## src/pva_pkg.sv

```systemverilog
// Shared types, constants and the pitch table for the voice allocator.
package pva_pkg;

  localparam int unsigned VIDX_W  = 4;
  localparam int unsigned OP_W    = 2;
  localparam int unsigned NOTE_W  = 7;
  localparam int unsigned VEL_W   = 7;
  localparam int unsigned ENV_W   = 15;
  localparam int unsigned SHIFT_W = 5;
  localparam int unsigned INC_W   = 32;
  localparam int unsigned AGE_W   = 32;
  localparam int unsigned ADDR_W  = 4;
  localparam int unsigned DATA_W  = 32;

  localparam logic [ENV_W-1:0] ENV_MAX = 15'd32767;

  // Sample rate of the oscillator that uses the increments. It must be a power of two.
  localparam int unsigned AUDIO_RATE      = 16384;
  localparam int unsigned AUDIO_RATE_LOG2 = $clog2(AUDIO_RATE);
  // The table holds Q12 frequencies, and the increment carries 32 fraction bits.
  localparam int unsigned ROM_SHIFT       = 12 + AUDIO_RATE_LOG2;

  localparam logic [ENV_W-1:0]   ATTACK_RESET  = 15'd64;
  localparam logic [ENV_W-1:0]   RELEASE_RESET = 15'd64;
  localparam logic [SHIFT_W-1:0] GLIDE_RESET   = 5'd4;

  typedef enum logic [OP_W-1:0] {
    OP_NOTE_ON  = 2'd0,
    OP_NOTE_OFF = 2'd1,
    OP_TICK     = 2'd2
  } op_e;

  typedef enum logic [1:0] {
    ST_ATTACK  = 2'd0,
    ST_SUSTAIN = 2'd1,
    ST_RELEASE = 2'd2,
    ST_IDLE    = 2'd3
  } stage_e;

  typedef enum logic [1:0] {
    REG_ATTACK  = 2'd0,
    REG_RELEASE = 2'd1,
    REG_GLIDE   = 2'd2
  } reg_e;

  typedef enum logic [1:0] {
    S_IDLE,
    S_SCAN,
    S_COMMIT,
    S_TICK
  } state_e;

  // One entry of the voice memory.
  typedef struct packed {
    logic              active;
    logic [NOTE_W-1:0] note;
    logic [VEL_W-1:0]  velocity;
    logic [INC_W-1:0]  cur_inc;
    logic [INC_W-1:0]  tgt_inc;
    logic [ENV_W-1:0]  env;
    stage_e            stage;
    logic [AGE_W-1:0]  age;
  } voice_t;

  localparam voice_t VOICE_RESET = '{
    active:   1'b0,
    note:     '0,
    velocity: '0,
    cur_inc:  '0,
    tgt_inc:  '0,
    env:      '0,
    stage:    ST_IDLE,
    age:      '0
  };

  // Q12 frequencies of the top octave, notes 120 to 131.
  localparam logic [25:0] TOP_Q12 [12] = '{
    26'd34291786, 26'd36330882, 26'd38491228, 26'd40780036,
    26'd43204943, 26'd45774043, 26'd48495909, 26'd51379626,
    26'd54434817, 26'd57671680, 26'd61101017, 26'd64734272
  };

  // Equal-tempered phase increment of a note; lower octaves shift the top octave down.
  function automatic logic [INC_W-1:0] note_increment(input logic [NOTE_W-1:0] n);
    logic [3:0]  oct;
    logic [6:0]  semi;
    logic [5:0]  sh;
    logic [63:0] wide;
    oct = '0;
    for (int k = 1; k <= 10; k++) begin
      if (n >= 7'(12 * k)) oct = 4'(k);
    end
    semi = n - ({3'b000, oct} << 3) - ({3'b000, oct} << 2);
    sh   = 6'(ROM_SHIFT) + 6'(4'd10 - oct);
    wide = {6'b0, TOP_Q12[semi[3:0]], 32'b0} >> sh;
    if (|wide[63:32]) begin
      return '1;
    end
    return wide[31:0];
  endfunction

endpackage

```

## src/pva_state_mem.sv

```systemverilog
// Voice state memory with one read and one write port and per-entry valid bits.
module pva_state_mem import pva_pkg::*; #(
  parameter int unsigned NUM_VOICES = 8,
  parameter int unsigned IdxW       = 3
) (
  input  logic            clk_i,
  input  logic            rst_ni,
  input  logic            re_i,
  input  logic [IdxW-1:0] raddr_i,
  output voice_t          rdata_o,
  input  logic            we_i,
  input  logic [IdxW-1:0] waddr_i,
  input  voice_t          wdata_i
);

  voice_t                  mem_q [NUM_VOICES];
  logic [NUM_VOICES-1:0]   valid_q;
  voice_t                  rd_q;
  logic                    rd_ok_q;

  always_ff @(posedge clk_i) begin
    if (we_i) begin
      mem_q[waddr_i] <= wdata_i;
    end
    if (re_i) begin
      rd_q <= mem_q[raddr_i];
    end
  end

  // An entry that was never written reads as the reset value.
  always_ff @(posedge clk_i or negedge rst_ni) begin
    if (!rst_ni) begin
      valid_q <= '0;
      rd_ok_q <= 1'b0;
    end else begin
      if (we_i) begin
        valid_q[waddr_i] <= 1'b1;
      end
      if (re_i) begin
        rd_ok_q <= valid_q[raddr_i];
      end
    end
  end

  assign rdata_o = rd_ok_q ? rd_q : VOICE_RESET;

endmodule

```

## src/pva_voice_upd.sv

```systemverilog
// Per-tick update of one voice: envelope stage step and glide of the pitch increment.
module pva_voice_upd import pva_pkg::*; (
  input  voice_t             voice_i,
  input  logic [ENV_W-1:0]   attack_step_i,
  input  logic [ENV_W-1:0]   release_step_i,
  input  logic [SHIFT_W-1:0] glide_shift_i,
  output voice_t             voice_o
);

  logic [ENV_W:0]   att_sum;
  logic [INC_W-1:0] diff;
  logic [INC_W-1:0] step;

  assign att_sum = {1'b0, voice_i.env} + {1'b0, attack_step_i};
  assign diff    = voice_i.tgt_inc - voice_i.cur_inc;
  assign step    = INC_W'($signed(diff) >>> glide_shift_i);

  always_comb begin
    voice_o         = voice_i;
    voice_o.cur_inc = voice_i.cur_inc + step;
    case (voice_i.stage)
      ST_ATTACK: begin
        if (att_sum >= {1'b0, ENV_MAX}) begin
          voice_o.env   = ENV_MAX;
          voice_o.stage = ST_SUSTAIN;
        end else begin
          voice_o.env = att_sum[ENV_W-1:0];
        end
      end
      ST_RELEASE: begin
        if (voice_i.env <= release_step_i) begin
          voice_o.env    = '0;
          voice_o.stage  = ST_IDLE;
          voice_o.active = 1'b0;
        end else begin
          voice_o.env = voice_i.env - release_step_i;
        end
      end
      default: begin
        voice_o.env = voice_i.env;
      end
    endcase
  end

endmodule

```

## src/poly_voice_allocator_envelope_top.sv

```systemverilog
// Top level of the polyphonic voice allocator with attack/release envelope and glide.
//
// The block keeps NUM_VOICES synth voices in one state memory with a single read port
// and a single write port, and serves one stream transaction at a time. A note-on scans
// every voice, one per cycle, for the lowest-index inactive voice and the voice with the
// smallest age, then loads the chosen voice with the note, the velocity, the pitch
// increment from the equal-tempered table and a fresh age, and starts its attack. A
// note-off scans for the first active voice with that note and puts it into release; if
// none matches, one all-zero result with tlast set comes out. A tick reads, steps and
// writes back every voice in index order and reports each one, with tlast on the final
// voice. Operation code 3 is taken and dropped without a result. Throughput is set by
// the memory's one read port, which sees one voice per cycle while the result side
// does not stall a tick. Results leave through an output register. No clearing pass
// follows reset: valid bits make every never-written voice read as idle with all
// other fields zero. The configuration registers are to be written only while the
// block is idle.
module poly_voice_allocator_envelope_top import pva_pkg::*; #(
  parameter int unsigned NUM_VOICES = 8
) (
  input  logic              clk_i,
  input  logic              rst_ni,
  // Input stream. tdata: note [6:0], velocity [13:7], zero fill [15:14].
  input  logic              s_axis_tvalid,
  output logic              s_axis_tready,
  input  logic [15:0]       s_axis_tdata,
  // tuser: operation [1:0].
  input  logic [OP_W-1:0]   s_axis_tuser,
  // Result stream. tdata: voice_index [3:0], is_active [4], voice_note [11:5],
  // voice_velocity [18:12], envelope_level [33:19], env_stage [35:34],
  // pitch_increment [67:36], zero fill [71:68].
  output logic              m_axis_tvalid,
  input  logic              m_axis_tready,
  output logic [71:0]       m_axis_tdata,
  // tuser: stolen [0], found [1].
  output logic [1:0]        m_axis_tuser,
  output logic              m_axis_tlast,
  // Configuration port.
  input  logic              psel,
  input  logic              penable,
  input  logic              pwrite,
  input  logic [ADDR_W-1:0] paddr,
  input  logic [DATA_W-1:0] pwdata,
  output logic [DATA_W-1:0] prdata,
  output logic              pready
);

  localparam int unsigned IdxW = (NUM_VOICES > 1) ? $clog2(NUM_VOICES) : 1;
  localparam logic [IdxW-1:0] LastIdx = IdxW'(NUM_VOICES - 1);

  // Configuration registers.
  logic [ENV_W-1:0]   attack_q;
  logic [ENV_W-1:0]   release_q;
  logic [SHIFT_W-1:0] shift_q;
  logic               cfg_we;
  reg_e               cfg_reg;

  assign pready  = 1'b1;
  assign cfg_we  = psel && penable && pwrite && pready;
  assign cfg_reg = reg_e'(paddr[3:2]);

  always_ff @(posedge clk_i or negedge rst_ni) begin
    if (!rst_ni) begin
      attack_q  <= ATTACK_RESET;
      release_q <= RELEASE_RESET;
      shift_q   <= GLIDE_RESET;
    end else if (cfg_we) begin
      unique case (cfg_reg)
        REG_ATTACK:  attack_q  <= pwdata[ENV_W-1:0];
        REG_RELEASE: release_q <= pwdata[ENV_W-1:0];
        REG_GLIDE:   shift_q   <= pwdata[SHIFT_W-1:0];
        default: ;
      endcase
    end
  end

  always_comb begin
    unique case (cfg_reg)
      REG_ATTACK:  prdata = DATA_W'(attack_q);
      REG_RELEASE: prdata = DATA_W'(release_q);
      REG_GLIDE:   prdata = DATA_W'(shift_q);
      default:     prdata = '0;
    endcase
  end

  // Control and item registers.
  state_e              state_q, state_d;
  op_e                 op_q;
  logic [NOTE_W-1:0]   note_q;
  logic [VEL_W-1:0]    vel_q;
  logic [INC_W-1:0]    inc_q;
  logic [IdxW-1:0]     idx_q;
  logic [AGE_W-1:0]    age_q;

  // Scan results.
  logic                free_found_q;
  logic [IdxW-1:0]     free_idx_q;
  logic [IdxW-1:0]     min_idx_q;
  logic [AGE_W-1:0]    min_age_q;
  logic                match_q;
  logic [IdxW-1:0]     match_idx_q;
  voice_t              match_word_q;

  // Output register.
  logic                out_valid_q;
  logic [IdxW-1:0]     out_idx_q;
  voice_t              out_voice_q;
  logic                out_stolen_q;
  logic                out_found_q;
  logic                out_last_q;

  logic                in_accept;
  logic                is_last;
  logic                can_load;
  logic                mem_re;
  logic [IdxW-1:0]     mem_raddr;
  voice_t              mem_rdata;
  logic                mem_we;
  logic [IdxW-1:0]     mem_waddr;
  voice_t              mem_wdata;
  voice_t              ticked;
  logic                load;
  logic [IdxW-1:0]     load_idx;
  voice_t              load_voice;
  logic                load_stolen;
  logic                load_found;
  logic                load_last;
  logic [IdxW-1:0]     pick;

  assign s_axis_tready = (state_q == S_IDLE);
  assign in_accept     = s_axis_tvalid && s_axis_tready;
  assign is_last       = (idx_q == LastIdx);
  assign can_load      = !out_valid_q || m_axis_tready;
  assign pick          = free_found_q ? free_idx_q : min_idx_q;

  pva_state_mem #(
    .NUM_VOICES (NUM_VOICES),
    .IdxW       (IdxW)
  ) u_mem (
    .clk_i   (clk_i),
    .rst_ni  (rst_ni),
    .re_i    (mem_re),
    .raddr_i (mem_raddr),
    .rdata_o (mem_rdata),
    .we_i    (mem_we),
    .waddr_i (mem_waddr),
    .wdata_i (mem_wdata)
  );

  pva_voice_upd u_upd (
    .voice_i        (mem_rdata),
    .attack_step_i  (attack_q),
    .release_step_i (release_q),
    .glide_shift_i  (shift_q),
    .voice_o        (ticked)
  );

  // Next state.
  always_comb begin
    state_d = state_q;
    unique case (state_q)
      S_IDLE: begin
        if (in_accept) begin
          case (s_axis_tuser)
            OP_NOTE_ON, OP_NOTE_OFF: state_d = S_SCAN;
            OP_TICK:                 state_d = S_TICK;
            default:                 state_d = S_IDLE;
          endcase
        end
      end
      S_SCAN: begin
        if (is_last) state_d = S_COMMIT;
      end
      S_COMMIT: begin
        if (can_load) state_d = S_IDLE;
      end
      S_TICK: begin
        if (can_load && is_last) state_d = S_IDLE;
      end
      default: state_d = S_IDLE;
    endcase
  end

  // Memory accesses and result loads. Reads run one entry ahead of the entry being
  // processed, and a tick writes entry idx while reading idx + 1, so a read never meets
  // a write to the same entry; a new item starts only after the last write has landed.
  always_comb begin
    mem_re      = 1'b0;
    mem_raddr   = IdxW'(idx_q + 1'b1);
    mem_we      = 1'b0;
    mem_waddr   = idx_q;
    mem_wdata   = ticked;
    load        = 1'b0;
    load_idx    = idx_q;
    load_voice  = ticked;
    load_stolen = 1'b0;
    load_found  = 1'b0;
    load_last   = 1'b1;
    unique case (state_q)
      S_IDLE: begin
        // An ignored code also reads entry 0; nothing uses that data.
        mem_raddr = '0;
        mem_re    = in_accept;
      end
      S_SCAN: begin
        mem_re = !is_last;
      end
      S_COMMIT: begin
        load = can_load;
        if (op_q == OP_NOTE_ON) begin
          mem_we             = can_load;
          mem_waddr          = pick;
          mem_wdata          = VOICE_RESET;
          mem_wdata.active   = 1'b1;
          mem_wdata.note     = note_q;
          mem_wdata.velocity = vel_q;
          mem_wdata.cur_inc  = inc_q;
          mem_wdata.tgt_inc  = inc_q;
          mem_wdata.env      = '0;
          mem_wdata.stage    = ST_ATTACK;
          mem_wdata.age      = age_q + 1'b1;
          load_idx           = pick;
          load_voice         = mem_wdata;
          load_stolen        = !free_found_q;
        end else if (match_q) begin
          mem_we           = can_load;
          mem_waddr        = match_idx_q;
          mem_wdata        = match_word_q;
          mem_wdata.stage  = ST_RELEASE;
          load_idx         = match_idx_q;
          load_voice       = mem_wdata;
          load_found       = 1'b1;
        end else begin
          // Unmatched note-off reports an all-zero result.
          load_idx   = '0;
          load_voice = '0;
        end
      end
      S_TICK: begin
        mem_we    = can_load;
        mem_re    = can_load && !is_last;
        load      = can_load;
        load_last = is_last;
      end
      default: ;
    endcase
  end

  always_ff @(posedge clk_i or negedge rst_ni) begin
    if (!rst_ni) begin
      state_q     <= S_IDLE;
      idx_q       <= '0;
      age_q       <= '0;
      out_valid_q <= 1'b0;
    end else begin
      state_q <= state_d;
      if (in_accept) begin
        idx_q <= '0;
      end else if ((state_q == S_SCAN) && !is_last) begin
        idx_q <= IdxW'(idx_q + 1'b1);
      end else if ((state_q == S_TICK) && can_load && !is_last) begin
        idx_q <= IdxW'(idx_q + 1'b1);
      end
      if ((state_q == S_COMMIT) && can_load && (op_q == OP_NOTE_ON)) begin
        age_q <= age_q + 1'b1;
      end
      if (load) begin
        out_valid_q <= 1'b1;
      end else if (m_axis_tready) begin
        out_valid_q <= 1'b0;
      end
    end
  end

  // Item payload, scan bookkeeping and result payload.
  always_ff @(posedge clk_i) begin
    if (in_accept) begin
      op_q         <= op_e'(s_axis_tuser);
      note_q       <= s_axis_tdata[6:0];
      vel_q        <= s_axis_tdata[13:7];
      inc_q        <= note_increment(s_axis_tdata[6:0]);
      free_found_q <= 1'b0;
      match_q      <= 1'b0;
    end
    if (state_q == S_SCAN) begin
      if (!mem_rdata.active && !free_found_q) begin
        free_found_q <= 1'b1;
        free_idx_q   <= idx_q;
      end
      if ((idx_q == '0) || (mem_rdata.age < min_age_q)) begin
        min_age_q <= mem_rdata.age;
        min_idx_q <= idx_q;
      end
      if (mem_rdata.active && (mem_rdata.note == note_q) && !match_q) begin
        match_q      <= 1'b1;
        match_idx_q  <= idx_q;
        match_word_q <= mem_rdata;
      end
    end
    if (load) begin
      out_idx_q    <= load_idx;
      out_voice_q  <= load_voice;
      out_stolen_q <= load_stolen;
      out_found_q  <= load_found;
      out_last_q   <= load_last;
    end
  end

  assign m_axis_tvalid = out_valid_q;
  assign m_axis_tlast  = out_last_q;
  assign m_axis_tuser  = {out_found_q, out_stolen_q};
  assign m_axis_tdata  = {4'b0000, out_voice_q.cur_inc, out_voice_q.stage, out_voice_q.env,
                          out_voice_q.velocity, out_voice_q.note, out_voice_q.active,
                          VIDX_W'(out_idx_q)};

`ifndef SYNTH
  // The state memory is written only while an item is being worked on.
  assert property (@(posedge clk_i) disable iff (!rst_ni)
    mem_we |-> (state_q != S_IDLE))
    else $error("state memory written while idle");

  // A tick never writes the entry that it reads in the same cycle.
  assert property (@(posedge clk_i) disable iff (!rst_ni)
    (mem_we && mem_re) |-> (mem_waddr != mem_raddr))
    else $error("read and write of the same voice entry in one cycle");

  // A result is loaded only when the output register is free or draining.
  assert property (@(posedge clk_i) disable iff (!rst_ni)
    load |-> (!out_valid_q || m_axis_tready))
    else $error("result register overwritten while stalled");

  // The age counter moves only when a note-on commits.
  assert property (@(posedge clk_i) disable iff (!rst_ni)
    !$stable(age_q) |-> $past((state_q == S_COMMIT) && (op_q == OP_NOTE_ON)))
    else $error("age counter changed outside a note-on commit");
`endif

endmodule

```

## config.mk

```make
export PLATFORM = sky130hd
export DESIGN_NAME = poly_voice_allocator_envelope_top
export DESIGN_NICKNAME = d
export VERILOG_FILES = /design/src/pva_pkg.sv /design/src/pva_state_mem.sv /design/src/pva_voice_upd.sv /design/src/poly_voice_allocator_envelope_top.sv
export SDC_FILE = /design/constraint.sdc
export NUM_CORES = 2
export LEC_CHECK = 0
export BUFFER_PORTS_ARGS = -buffer_cell sky130_fd_sc_hd__buf_2
export CAP_MARGIN = 20
export CORE_ASPECT_RATIO = 0.6
export CORE_MARGIN = 5
export CORE_UTILIZATION = 50
export CTS_CLUSTER_SIZE = 14
export DETAILED_ROUTE_END_ITERATION = 10
export PLACE_DENSITY = 0.68
export SYNTH_ARGS = -nofsm -noshare
export SYNTH_HDL_FRONTEND = slang
export SYNTH_SLANG_ARGS = --single-unit
```

## constraint.sdc

```tcl
create_clock -name clk_i -period 17.25 [get_ports clk_i]
set_clock_uncertainty 0.2 [all_clocks]
set_input_delay 2.5875 -clock clk_i [delete_from_list [all_inputs] [get_ports clk_i]]
set_output_delay 2.5875 -clock clk_i [all_outputs]
set_load 0.005 [all_outputs]
```

======== Word-level counts from Yosys, hierarchy flattened ========
Memories as Yosys holds them, arrays and structs flattened. A register that Yosys moved wholly into a read port is not among the register bits.
Index checks and enable logic that the tools add are counted.
word-level totals
  word-level logic and storage cells ...... 195
  flip-flop bits (word level) ............. 369
  memories kept ........................... 2
  memory bits (read-only) ................. 416
  RAM bits ................................ 1024
  input port bits ......................... 61
memories
  name              depth  bits a word  rd ports  clocked after memory_dff  write ports  RTL line             text
  u_mem.mem_q       8      128          1         1                         1            pva_state_mem.sv:16  voice_t mem_q [NUM_VOICES];
  (name not given)  16     26           1         0                         0            pva_pkg.sv:95        wide = {6'b0, TOP_Q12[semi[3:0]], 32'b0} >> sh;
cells by class
  order comparisons ....................... 17
  equal/unequal tests ..................... 14
  add/sub/neg operators ................... 10
  shifts and indexed selects .............. 2
  mux-type cells .......................... 70
  bitwise logic cells ..................... 3
  reductions and logical operators ........ 41
operators by type and width
  operator               count
  $mux 128               7
  $mux 32                2
  $shr 58x6->64          1
  $mux 26                2
  $pmux 15 s3            1
  $mux 4                 10
  $ge 7x7->1 const B     5
  $mux 3                 11
  $add 32x1->32 const B  1
  $add 32x32->32         1
  $lt 32x32->1           1
  $reduce_or 32->1       1
  $sshr 32x5->32         1
  $sub 32x32->32         1
  $mux 15                2
  $pmux 15 s2            1
  $ge 7x6->1 const B     3
  $mux 1                 21
  $add 15x15->16         1
  $ge 16x15->1 const B   1
  $le 15x15->1           1
  $sub 15x15->15         1
  $logic_and 1x1->1      14
  $reduce_and 2->1       7
  other kinds (33)       60

======== Longest topological paths before layout ========
  depth in word-level cells ............... 23
  gate-level depth with buffers ........... 34
  depth with buffers taken out ............ 27

======== Modules after synthesis ========
A second synthesis with hierarchy kept.
unflattened totals
  cell total of the unflattened synthesis .. 4922
  area total of the unflattened synthesis .. 71843.9 sq um
modules (own cells, without submodules)
  module                             area each (sq um)  instances  cells each
  pva_state_mem                      43519.2            1          1787
  poly_voice_allocator_envelope_top  20101.8            1          1937
  pva_voice_upd                      8222.9             1          1198

======== Least setup slack after synthesis ========
No wires, ideal clock.
  path kind ............................... register to register
  start point ............................. register u_mem.rd_ok_q
  end point ............................... register match_idx_q[0] (enable)
  arrival ................................. 14095 ps
  data required time ...................... 16113 ps
  setup slack ............................. 2018 ps
  path buffers ............................ 3
  cell stages (with the launch flop) ...... 8
  cells stage by stage .................... dfrtp_1 buf_2 buf_2 buf_1 nand2_1 xnor2_1 or4_1 nor4_1
on the way
  word-level cells in the longest chain between the ends .. 5
ends and longest elaborated chain
  what                                 RTL line                                  text
  start, declared                      pva_state_mem.sv:19                       logic rd_ok_q;
  start signal, assigned               pva_state_mem.sv:40                       rd_ok_q <= valid_q[raddr_i];
  $mux 128 (*)                         pva_state_mem.sv:45                       assign rdata_o = rd_ok_q ? rd_q : VOICE_RESET;
  $eq 7x7->1                           poly_voice_allocator_envelope_top.sv:293  if (mem_rdata.active && (mem_rdata.note == note_q) && !match_q) begin
  $logic_and 1x1->1 (*) (2 in series)  poly_voice_allocator_envelope_top.sv:293
  $reduce_and 2->1 (no line) (*)       --
  end signal, assigned                 poly_voice_allocator_envelope_top.sv:295  match_idx_q <= idx_q;
  end, declared                        poly_voice_allocator_envelope_top.sv:100  logic [IdxW-1:0] match_idx_q;
Mark *: on every way between the ends. The rest lies on a longest branch, timed or not.
A chain may end at the register's enable or synchronous reset.

==> flow_metrics.py <==
metrics = {
    "final_layout": {
        "nets": 5792,
        "syn_to_final_growth_pct": 9.82,
        "drive_gt1_share_pct": 12.3,
        "nFillCells": 11500,
        "seqCellArea_sq_um": 45300,
        "multiInputGateArea_sq_um": 24400,
    },
    "worst_hold_path": {
        "hp-class": "flop to flop",
        "worstHoldPathCells": 1,
    },
    "cts": {
        "tritoncts": "built",
        "htree_levels": 4,
        "cts_made_buffers": 142,
        "ctsResizeCount": 0,
        "cts-root-buf": "clkbuf_16",
        "clkSinkCount": 1521,
        "cts_setup_buffers": 0,
        "clkSlewWorstSetupHoldPaths_ns": 0.07,
        "cts_buffer_depth": 3,
        "clk_latency_ns": 0.80,
        "holdBufCountCts": 0,
    },
    "drt": {
        "vias_per_cell": 6.31,
        "dr_wl_met2_um": 82800,
        "drtAntennaViolNets": 0,
        "vias": 48100,
        "dr.pass1.iters": 6,
        "top_layer": "met5",
        "wirelength_um": 205000,
        "drt-met1-wl_um": 91500,
        "drt_iter0_markers": 6182,
        "drc": 0,
        "dr_wl_met3_um": 25300,
        "wl_per_cell_um": 26.8,
    },
    "setup_path": {
        "critPathBufInv": 2,
        "r2r_cells": 28,
        "cp.depth": 28,
        "timing_worst_setup_path_type": "flop to flop",
        "cp.required_ns": 17.53,
        "worstPathArrival_ns": 11.32,
        "slowest_stage": "dfrtp_4",
        "critPathMostFrequentCell": "o21ai_0",
        "cp-end-kind": "flop",
        "critPathLaunchType": "flop",
        "cp_top_family": "compound AO/OA/AOI/OAI gates",
        "max_stage_delay_ns": 0.90,
        "path_max_fanout": 61,
    },
    "timing": {
        "fmax_mhz": 90.5,
        "period_needed_ns": 11.04,
        "setup_viol_count_final": 0,
        "maxSlewViolCount": 0,
        "tightestPinTransition_ns": 1.19,
        "rsz0062_at_grt": "no",
        "max_slew_margin_pct": 20.5,
        "fin_crit_sh_pct": 64.0,
        "tns_ns": 0,
        "final_hold_viol_count": 0,
    },
    "grt": {
        "grt_max_degree": 137,
        "grt_antenna_before_repair": 13,
        "grt_pass1_wl_um": 302000,
        "grt_pass1_vias": 45300,
        "grt_usage_pct": 26.4,
        "overflow": 0,
    },
    "place": {
        "place_congestion": 0.958,
        "hpwl_um": 125000,
        "port_buffers": 126,
    },
    "synth": {
        "yosysMostFrequentCell": "edfxtp_1",
        "yosys_warnings": 0,
        "syn_area_sq_um": 72000,
        "ys_seq_area_share_pct": 62.8,
        "syn-instance-count": 5590,
        "yosysTopAreaCell": "edfxtp_1",
        "synth-seq-cells": 1521,
        "synth_cell_types": 94,
        "synthArstFlopShare_pct": 5.39,
        "synth.avg_cell_area_sq_um": 12.9,
        "synth_edf_count": 1437,
        "synth_top_area_share_pct": 59.9,
        "netlist_top_cells_count": "1,437 x edfxtp_1, 574 x nand2_1, 366 x o21ai_0",
        "synth-main-ff-cell": "edfxtp_1",
        "synth_area_leaders": "edfxtp_1 60%, mux4_2 4.4%, nand2_1 3.0%",
    },
    "floorplan": {
        "die_w_um": 500,
        "die_h_um": 304,
        "core-area_sq_um": 143000,
        "dieArea_sq_um": 152000,
        "start_util_pct": 50.5,
        "io-pin-count": 171,
        "num_rows": 107,
    },
    "run": {
        "cap_violations": 0,
    },
    "status": {
        "status": "completed",
    },
}
## path summary, 6_finish.rpt
path | slack (ns) | startpoint | to
min in group asynchronous | 1.47 | rst_ni | attack_q[12]$_DFFE_PN0P_
worst min-delay path | 0.27 | u_mem.valid_q[4]$_DFFE_PN0P_ | u_mem.valid_q[4]$_DFFE_PN0P_
worst max-delay path | 6.21 | u_mem.rd_ok_q$_DFFE_PN0P_ | u_mem.mem_q[5][111]$_DFFE_PP_
max in group asynchronous | 13.98 | rst_ni | idx_q[0]$_DFFE_PN0P_
worst max register to register | 6.21 | u_mem.rd_ok_q$_DFFE_PN0P_ | u_mem.mem_q[5][111]$_DFFE_PP_
worst min register to register | 0.27 | u_mem.valid_q[4]$_DFFE_PN0P_ | u_mem.valid_q[4]$_DFFE_PN0P_
## metrics by stage
stage | std cells | hold slack [ns] | instance area [sq um] | setup slack [ns] | utilization [%]
global placement | 7352 | 0.247 | 74500 | 6.90 | 52.2
floorplan | 5611 | 0.231 | 72100 | 2.02 | -
CTS | 7608 | 0.269 | 79000 | 6.75 | 55.4
global route | 7613 | 0.290 | 79100 | 5.76 | 55.5
finish | 7618 | 0.272 | 79100 | 6.21 | 55.5
detailed placement | 7352 | 0.248 | 74500 | 6.79 | 52.2
## placed cells by master, fill, tap and decap left out, types with 29 or more instances in the layout
cell	n
nor2_1	201
xor2_1	70
o21ai_0	365
clkbuf_16	142
mux2_2	50
buf_2	125
ha_1	134
o22ai_1	63
a211oi_1	39
inv_1	279
dfrtp_1	77
and2_1	99
nand2_1	571
xnor2_1	97
a2bb2oi_1	33
nand2b_1	29
o221ai_1	137
nor3_1	174
mux2i_1	198
nand3_1	57
mux4_2	141
o21a_1	31
a21oi_1	335
buf_4	86
a31oi_1	34
clkbuf_1	42
a21o_1	70
edfxtp_1	1437
a22oi_1	84
## routing by layer
layer  GRT usage, %  up-vias
met5           1.22        -
met4           6.44        8
met3           8.74      260
met2           35.4     2561
met1           41.0    24000
li1               -    21200
## cell type report
type	count	share of cell area, %
sequential	1521	57.2
multi-input combinational	3423	30.8
clock buffer	190	4.80
tap	1907	3.02
timing repair buffer	219	1.79
inverter	285	1.36
clock inverter	66	0.954
antenna	7	0.0221
## cells by family after synthesis
family,count (synthesis),synth area share (%)
XOR/XNOR,171,2.12
buffers and inverters,667,3.71
adder cells (fa/ha/maj),139,2.46
other,2,0.0104
AND/OR/NAND/NOR,1294,8.15
multiplexers,390,7.96
flip-flops,1521,62.8
AO/OA/AOI/OAI,1406,12.8
## worst register-to-register path: cells and delay by family (launching register included)
family,cells,cell delay [ns]
xor+xnor,1,0.11
fa+ha+maj,3,1.05
compound gates,16,5.67
flops,1,0.90
mux,3,1.15
buf+inv,2,0.87
simple gates,3,0.80
## sequential cells by signal, summed over array words and instances (netlist names), 3 cells and up
name and cells:
note_q 7, u_mem.rd_q 128, min_idx_q 3, u_mem.valid_q 8, match_word_q 126, release_q 15, inc_q 32, idx_q 3
shift_q 5, match_idx_q 3, min_age_q 32, out_idx_q 3, m_axis_tdata 64, attack_q 15, vel_q 7, u_mem.mem_q 1024
free_idx_q 3, age_q 32
Power is not shown: default switching activity piles up to over one toggle a cycle in this logic, so the estimate is an artifact.
